$ cat config.mk
export PLATFORM = sky130hd
export DESIGN_NAME = ccpe_power
export DESIGN_NICKNAME = d
export VERILOG_FILES = /design/src/rtl/ccpe_pkg.sv /design/src/rtl/ccpe_power.sv
export SDC_FILE = /design/constraint.sdc
export NUM_CORES = 2
export LEC_CHECK = 0
export ABC_AREA = 1
export BUFFER_PORTS_ARGS = -buffer_cell sky130_fd_sc_hd__buf_2
export CAP_MARGIN = 10
export CORE_ASPECT_RATIO = 1.4
export CORE_MARGIN = 10
export CORE_UTILIZATION = 57
export DETAILED_ROUTE_END_ITERATION = 8
export HOLD_SLACK_MARGIN = 0.05
export PLACE_DENSITY_LB_ADDON = 0.05
export SYNTH_ARGS = -nofsm -noshare
export SYNTH_HDL_FRONTEND = slang
export SYNTH_SLANG_ARGS = --single-unit
$ cat constraint.sdc
create_clock -name clk -period 6.64 [get_ports clk]
set_clock_uncertainty 0.15 [all_clocks]
set_input_delay 0.332 -clock clk [delete_from_list [all_inputs] [get_ports clk]]
set_output_delay 0.332 -clock clk [all_outputs]
set_load 0.05 [all_outputs]
$ cat src/rtl/ccpe_pkg.sv
// ----------------------------------------------------------------------------
// ccpe_pkg: shared constants, basis matrices and helpers
// Basis codes, derivative order codes, Q.16 basis coefficient table and the
// coefficient lookup used by the cubic curve point evaluator.
// ----------------------------------------------------------------------------
`default_nettype none

package ccpe_pkg;

	// Default widths for the top level parameters
	localparam int COORD_WIDTH_DEF     = 16;
	localparam int PARAM_FRAC_BITS_DEF = 16;

	// Fixed-point layout of the constant matrices and the weights
	localparam int MAT_FRAC     = 16;
	localparam int COEF_W       = 22;
	localparam int WEIGHT_W     = 31;
	localparam int WEIGHT_LIMIT = 1 << 29;
	localparam int VALUE_W      = 32;
	localparam int BASIS_W      = 3;
	localparam int NUM_BASES    = 5;

	// Basis matrix codes
	typedef enum logic [BASIS_W-1:0] {
		BASIS_INTERP  = 3'd0,
		BASIS_HERMITE = 3'd1,
		BASIS_BEZIER  = 3'd2,
		BASIS_CATMULL = 3'd3,
		BASIS_BSPLINE = 3'd4
	} basis_t;

	// Derivative order codes; anything above first is treated as second
	localparam logic [1:0] ORDER_POSITION = 2'd0;
	localparam logic [1:0] ORDER_FIRST    = 2'd1;

	// Basis matrices in Q.16, indexed [basis][power row][control point]
	localparam int BASIS_TAB [NUM_BASES][4][4] = '{
		'{ '{ -294912,   884736,  -884736,  294912 },
		   '{  589824, -1474560,  1179648, -294912 },
		   '{ -360448,   589824,  -294912,   65536 },
		   '{   65536,        0,        0,       0 } },
		'{ '{  131072,  -131072,    65536,   65536 },
		   '{ -196608,   196608,  -131072,  -65536 },
		   '{       0,        0,    65536,       0 },
		   '{   65536,        0,        0,       0 } },
		'{ '{  -65536,   196608,  -196608,   65536 },
		   '{  196608,  -393216,   196608,       0 },
		   '{ -196608,   196608,        0,       0 },
		   '{   65536,        0,        0,       0 } },
		'{ '{  -32768,    98304,   -98304,   32768 },
		   '{   65536,  -163840,   131072,  -32768 },
		   '{  -32768,        0,    32768,       0 },
		   '{       0,    65536,        0,       0 } },
		'{ '{  -10923,    32768,   -32768,   10923 },
		   '{   32768,   -65536,    32768,       0 },
		   '{  -32768,        0,    32768,       0 },
		   '{   10923,    43691,    10923,       0 } }
	};

	// Look up one coefficient; unused basis codes fall back to the B-spline
	function automatic logic signed [COEF_W-1:0] basis_coef(
		input logic [BASIS_W-1:0] sel,
		input logic [1:0]         row,
		input logic [1:0]         col
	);
		basis_t k;
		k = (sel > BASIS_BSPLINE) ? BASIS_BSPLINE : basis_t'(sel);
		return COEF_W'(BASIS_TAB[k][row][col]);
	endfunction

endpackage

`default_nettype wire

$ cat src/rtl/ccpe_power.sv
// ----------------------------------------------------------------------------
// ccpe_power: power vector stages
// Squares and cubes the curve parameter with rounding and builds the power
// vector for the requested derivative order over three pipeline stages.
// ----------------------------------------------------------------------------
`default_nettype none

module ccpe_power #(
	parameter int COORD_WIDTH     = ccpe_pkg::COORD_WIDTH_DEF,
	parameter int PARAM_FRAC_BITS = ccpe_pkg::PARAM_FRAC_BITS_DEF
) (
	input  wire logic                                clk,
	input  wire logic                                arst_n,
	input  wire logic                                up_valid,
	output logic                                     up_ready,
	input  wire logic [PARAM_FRAC_BITS:0]            param_u,
	input  wire logic [1:0]                          deriv_order,
	input  wire logic signed [COORD_WIDTH-1:0]       coord [4],
	input  wire logic [ccpe_pkg::BASIS_W-1:0]        basis_sel,
	output logic                                     dn_valid,
	input  wire logic                                dn_ready,
	output logic signed [PARAM_FRAC_BITS+4:0]        uv [4],
	output logic signed [COORD_WIDTH-1:0]            coord_out [4],
	output logic [ccpe_pkg::BASIS_W-1:0]             basis_out
);

	localparam int F   = PARAM_FRAC_BITS;
	localparam int UW  = F + 1;
	localparam int SQW = 2 * F + 2;
	localparam int U2W = F + 2;
	localparam int CBW = 2 * F + 3;
	localparam int U3W = F + 3;
	localparam int VW  = F + 5;

	localparam logic [SQW:0]         SQ_HALF = (SQW + 1)'(1) << (F - 1);
	localparam logic [CBW:0]         CB_HALF = (CBW + 1)'(1) << (F - 1);
	localparam logic signed [VW-1:0] ONE_V   = VW'(1) << F;

	logic en_s1, en_s2, en_s3;
	logic v_s1, v_s2, v_s3;

	logic [SQW-1:0]                usq_s1;
	logic [UW-1:0]                 u_s1;
	logic [1:0]                    order_s1;
	logic signed [COORD_WIDTH-1:0] coord_s1 [4];
	logic [ccpe_pkg::BASIS_W-1:0]  basis_s1;

	logic [SQW:0]                  usq_rnd;
	logic [U2W-1:0]                u2_d;
	logic [U2W-1:0]                u2_s2;
	logic [CBW-1:0]                cube_s2;
	logic [UW-1:0]                 u_s2;
	logic [1:0]                    order_s2;
	logic signed [COORD_WIDTH-1:0] coord_s2 [4];
	logic [ccpe_pkg::BASIS_W-1:0]  basis_s2;

	logic [CBW:0]                  cube_rnd;
	logic [U3W-1:0]                u3_d;
	logic signed [VW-1:0]          uv_d [4];
	logic signed [VW-1:0]          uv_s3 [4];
	logic signed [COORD_WIDTH-1:0] coord_s3 [4];
	logic [ccpe_pkg::BASIS_W-1:0]  basis_s3;

	// Stage enables: advance when empty or when the next stage advances
	assign en_s3    = !v_s3 || dn_ready;
	assign en_s2    = !v_s2 || en_s3;
	assign en_s1    = !v_s1 || en_s2;
	assign up_ready = en_s1;

	// Valid bits
	always_ff @(posedge clk or negedge arst_n) begin
		if (!arst_n) begin
			v_s1 <= 1'b0;
			v_s2 <= 1'b0;
			v_s3 <= 1'b0;
		end else begin
			if (en_s1) begin
				v_s1 <= up_valid;
			end
			if (en_s2) begin
				v_s2 <= v_s1;
			end
			if (en_s3) begin
				v_s3 <= v_s2;
			end
		end
	end

	// Stage 1: square the parameter
	always_ff @(posedge clk) begin
		if (en_s1) begin
			usq_s1   <= SQW'(param_u) * SQW'(param_u);
			u_s1     <= param_u;
			order_s1 <= deriv_order;
			coord_s1 <= coord;
			basis_s1 <= basis_sel;
		end
	end

	// Stage 2: round the square, then multiply by u for the cube
	assign usq_rnd = {1'b0, usq_s1} + SQ_HALF;
	assign u2_d    = U2W'(usq_rnd >> F);

	always_ff @(posedge clk) begin
		if (en_s2) begin
			u2_s2    <= u2_d;
			cube_s2  <= CBW'(u2_d) * CBW'(u_s1);
			u_s2     <= u_s1;
			order_s2 <= order_s1;
			coord_s2 <= coord_s1;
			basis_s2 <= basis_s1;
		end
	end

	// Stage 3: round the cube and select the power vector for the order
	assign cube_rnd = {1'b0, cube_s2} + CB_HALF;
	assign u3_d     = U3W'(cube_rnd >> F);

	always_comb begin
		case (order_s2)
			ccpe_pkg::ORDER_POSITION: begin
				uv_d[0] = VW'(u3_d);
				uv_d[1] = VW'(u2_s2);
				uv_d[2] = VW'(u_s2);
				uv_d[3] = ONE_V;
			end
			ccpe_pkg::ORDER_FIRST: begin
				uv_d[0] = VW'(u2_s2) + (VW'(u2_s2) << 1);
				uv_d[1] = VW'(u_s2) << 1;
				uv_d[2] = ONE_V;
				uv_d[3] = '0;
			end
			default: begin
				uv_d[0] = (VW'(u_s2) << 2) + (VW'(u_s2) << 1);
				uv_d[1] = ONE_V << 1;
				uv_d[2] = '0;
				uv_d[3] = '0;
			end
		endcase
	end

	always_ff @(posedge clk) begin
		if (en_s3) begin
			uv_s3    <= uv_d;
			coord_s3 <= coord_s2;
			basis_s3 <= basis_s2;
		end
	end

	assign dn_valid  = v_s3;
	assign uv        = uv_s3;
	assign coord_out = coord_s3;
	assign basis_out = basis_s3;

endmodule

`default_nettype wire

==> metrics.md <==
| Metric | Value |
|---|---|
| Status | completed |
| Nets@finish | 4684 |
| Most frequent cells in the layout | 798 x inv_1, 662 x nand2_1, 411 x fa_1 |
| Min Hold Slack | 0.111 ns |
| RSZ-0062 raised after global routing | yes |
| Average size of a mapped cell | 9.40 sq um |
| DIE WIDTH | 223 microns |
| Drt initial violations | 1487 |
| Max_slew headroom | 24.1% |
| Initial antenna violation count | 1 |
| Most used cell, CP | fa_1 |
| Commonest non-fill, non-tap cell in the layout | inv_1 |
| Top-level port count | 243 |
| Core Region | 0.0573 sq mm |
| CTS tree | yes |
| Post-DP HPWL | 78.1 mm |
| Yosys cell types | 49 |
| First-pass GRT wire length | 149 mm |
| Final Cell Area | 0.0387 sq mm |
| Dpl cell area | 0.0354 sq mm |
| Sink Count | 355 |
| Clock-pin slew on the worst setup and hold paths | 0.07 ns |
| Port Buffers | 214 |
| Tmin final | 6.61 ns |
| Required @ worst endpoint | 6.79 ns |
| Routed vias/inst | 5.34 |
| DRC viols | 0 |
| Synthesis warning total | 0 |
| Max_cap viols | 0 |
| # fillers | 4515 |
| FF/Latch Area | 0.0106 sq mm |
| Synth Instances | 3489 |
| Setup Viol. Count Final | 0 |
| CP delay by family, top | adder cells |
| Setup WS pre-CTS | -0.163 ns |
| Largest net degree at the start of global routing | 89 |
| Final Hold Viols | 0 |
| RePlAce Congestion | 0.990 |
| Post-route clock period utilization | 99.5% |
| Share of layout cells above drive strength 1 | 17.8% |
| Critical path arrival | 6.75 ns |
| Min-delay worst type | in2reg |
| Worst Path Buf+Inv | 7 |
| Endpoint class of the critical path | flop |
| Row cnt | 104 |
| Critical path class | reg2reg |
| Crit-path slowest cell | fa_1 |
| Gr usage total | 28.3% |
| Synth Cell Area | 0.0328 sq mm |
| Seq/Total Area, Yosys | 32.5% |
| Total gr overflow | 0 |
| CP Launch Type | flop |
| Final WL | 95.5 mm |
| Root buf cell | clkbuf_16 |
| Slowest cell delay on critical path | 0.55 ns |
| Die Ht | 304 microns |
| Area Growth Syn to Fin | 18.0% |
| Clk buf depth | 3 |
| CTS buffer count | 35 |
| Multi-input logic area | 0.0195 sq mm |
| Wire per inst | 20.4 microns |
| Fin. max-slew vios | 0 |
| Worst-path fanout max | 6 |
| Initial Utilization | 57.3% |
| H-tree depth | 2 |
| Vias in the first global route | 27210 |
| Slew of the pin with the lowest slew margin | 1.13 ns |
| Die area | 0.0677 sq mm |
| Setup TNS | 0 ns |
| Max Fclk | 151 MHz |
| #FFs+latches synth | 355 |
| Drt pass-1 iters | 8 |
| Via count | 24997 |
| Final worst slack | 0.0322 ns |
| ANT nets after route | 0 |
| Clk Latency, worst-skew pair | 0.59 ns |
[worst paths after layout]
check | start | endpoint | slack (ns) | cells past startpoint
worst min-delay path | param_u[0] | usq_s1[0] | 0.11 | 1
max in group asynchronous | arst_n | v_s1 | 5.62 | 3
worst max-delay path | usq_s1[19] | cube_s2[27] | 0.03 | 29
worst min register to register | coord_s1[54] | coord_s2[54] | 0.25 | 0
worst max register to register | usq_s1[19] | cube_s2[27] | 0.03 | 29
min in group asynchronous | arst_n | dn_valid | 0.56 | 3
[cell families (layout without fill, tap and decap cells)]
logic type,Yosys count,after routing,synth area share (%)
buf+inv,961,1386,11.4
other cells,1,29,0.0114
xor+xnor,30,30,0.824
fa+ha+maj,679,679,35.7
flops,355,355,32.5
compound gates,280,280,4.88
simple gates,1183,1183,14.7
[sequential cells by signal, indices dropped and copies added (netlist names)]
| signal | count |
|---|---|
| cube_s2 | 20 |
| v_s1 | 1 |
| u_s1 | 16 |
| u_s2 | 17 |
| coord_s2 | 64 |
| basis_s1 | 3 |
| basis_out | 3 |
| u2_s2 | 18 |
| usq_s1 | 20 |
| order_s2 | 2 |
| basis_s2 | 3 |
| uv | 56 |
| dn_valid | 1 |
| coord_out | 64 |
| coord_s1 | 64 |
| v_s2 | 1 |
| order_s1 | 2 |
[what timing repair did]
item / in CTS / in global routing
hold buffers: 73 / 0
endpoints found under the setup margin: 17 / 20
gates resized for setup: 42 / 255
hold endpoints to repair: 74 / 0
pin swaps: 4 / 149
buffers inserted: 5 / 42
gates cloned: 0 / 0
[cell usage after synthesis, drive strengths merged]
cell / instances / area [sq um]
inv: 847 / 3180
nand2: 707 / 2700
fa: 429 / 8590
edfxtp: 352 / 10600
nor2: 291 / 1110
ha: 250 / 3130
a21oi: 117 / 586
nand3: 109 / 546
o21ai: 91 / 459
clkbuf: 69 / 259
buf: 37 / 274
nor3: 32 / 165
xor2: 21 / 191
a21o: 20 / 150
nand4: 18 / 113
o21bai: 18 / 146
nand3b: 10 / 75.1
a21boi: 9 / 67.6
xnor2: 9 / 78.8
clkinv: 8 / 30.0
nor4: 7 / 43.8
or2: 7 / 43.8
o221ai: 6 / 52.6
o211ai: 5 / 37.5
o21a: 5 / 37.5
a31oi: 4 / 25.0
dfrtp: 3 / 75.1
and2: 2 / 12.5
o31ai: 2 / 15.0
a22oi: 1 / 7.51
a31o: 1 / 8.76
conb: 1 / 3.75
o22ai: 1 / 6.26
[metal layers]
metal	track usage (%)	up-vias	routed length (microns)
li1	-	11534	-
met1	29.2	12291	33200
met2	52.8	851	51500
met3	3.20	321	3730
met4	18.4	0	7070
met5	0	-	0
[stage by stage]
| stage | instances | util [%] |
|---|---|---|
| global route | 4684 | 67.6 |
| floorplan | 3516 | - |
| detailed placement | 4500 | 61.9 |
| CTS | 4641 | 65.5 |
| global placement | 4500 | 61.9 |
| finish | 4684 | 67.6 |
[final cells by class]
class / count / share of cell area [%]
multi-input cells: 2200 / 50.4
clock inverters: 21 / 0.611
diodes: 1 / 0.00646
repair buffers: 468 / 8.33
inverters: 855 / 8.40
well taps: 742 / 2.40
flip-flops and latches: 355 / 27.5
clock buffers: 42 / 2.38
Power is left out: the tool's default activity adds up to more than one toggle a clock period on the data nets, which glitch-free logic cannot reach.
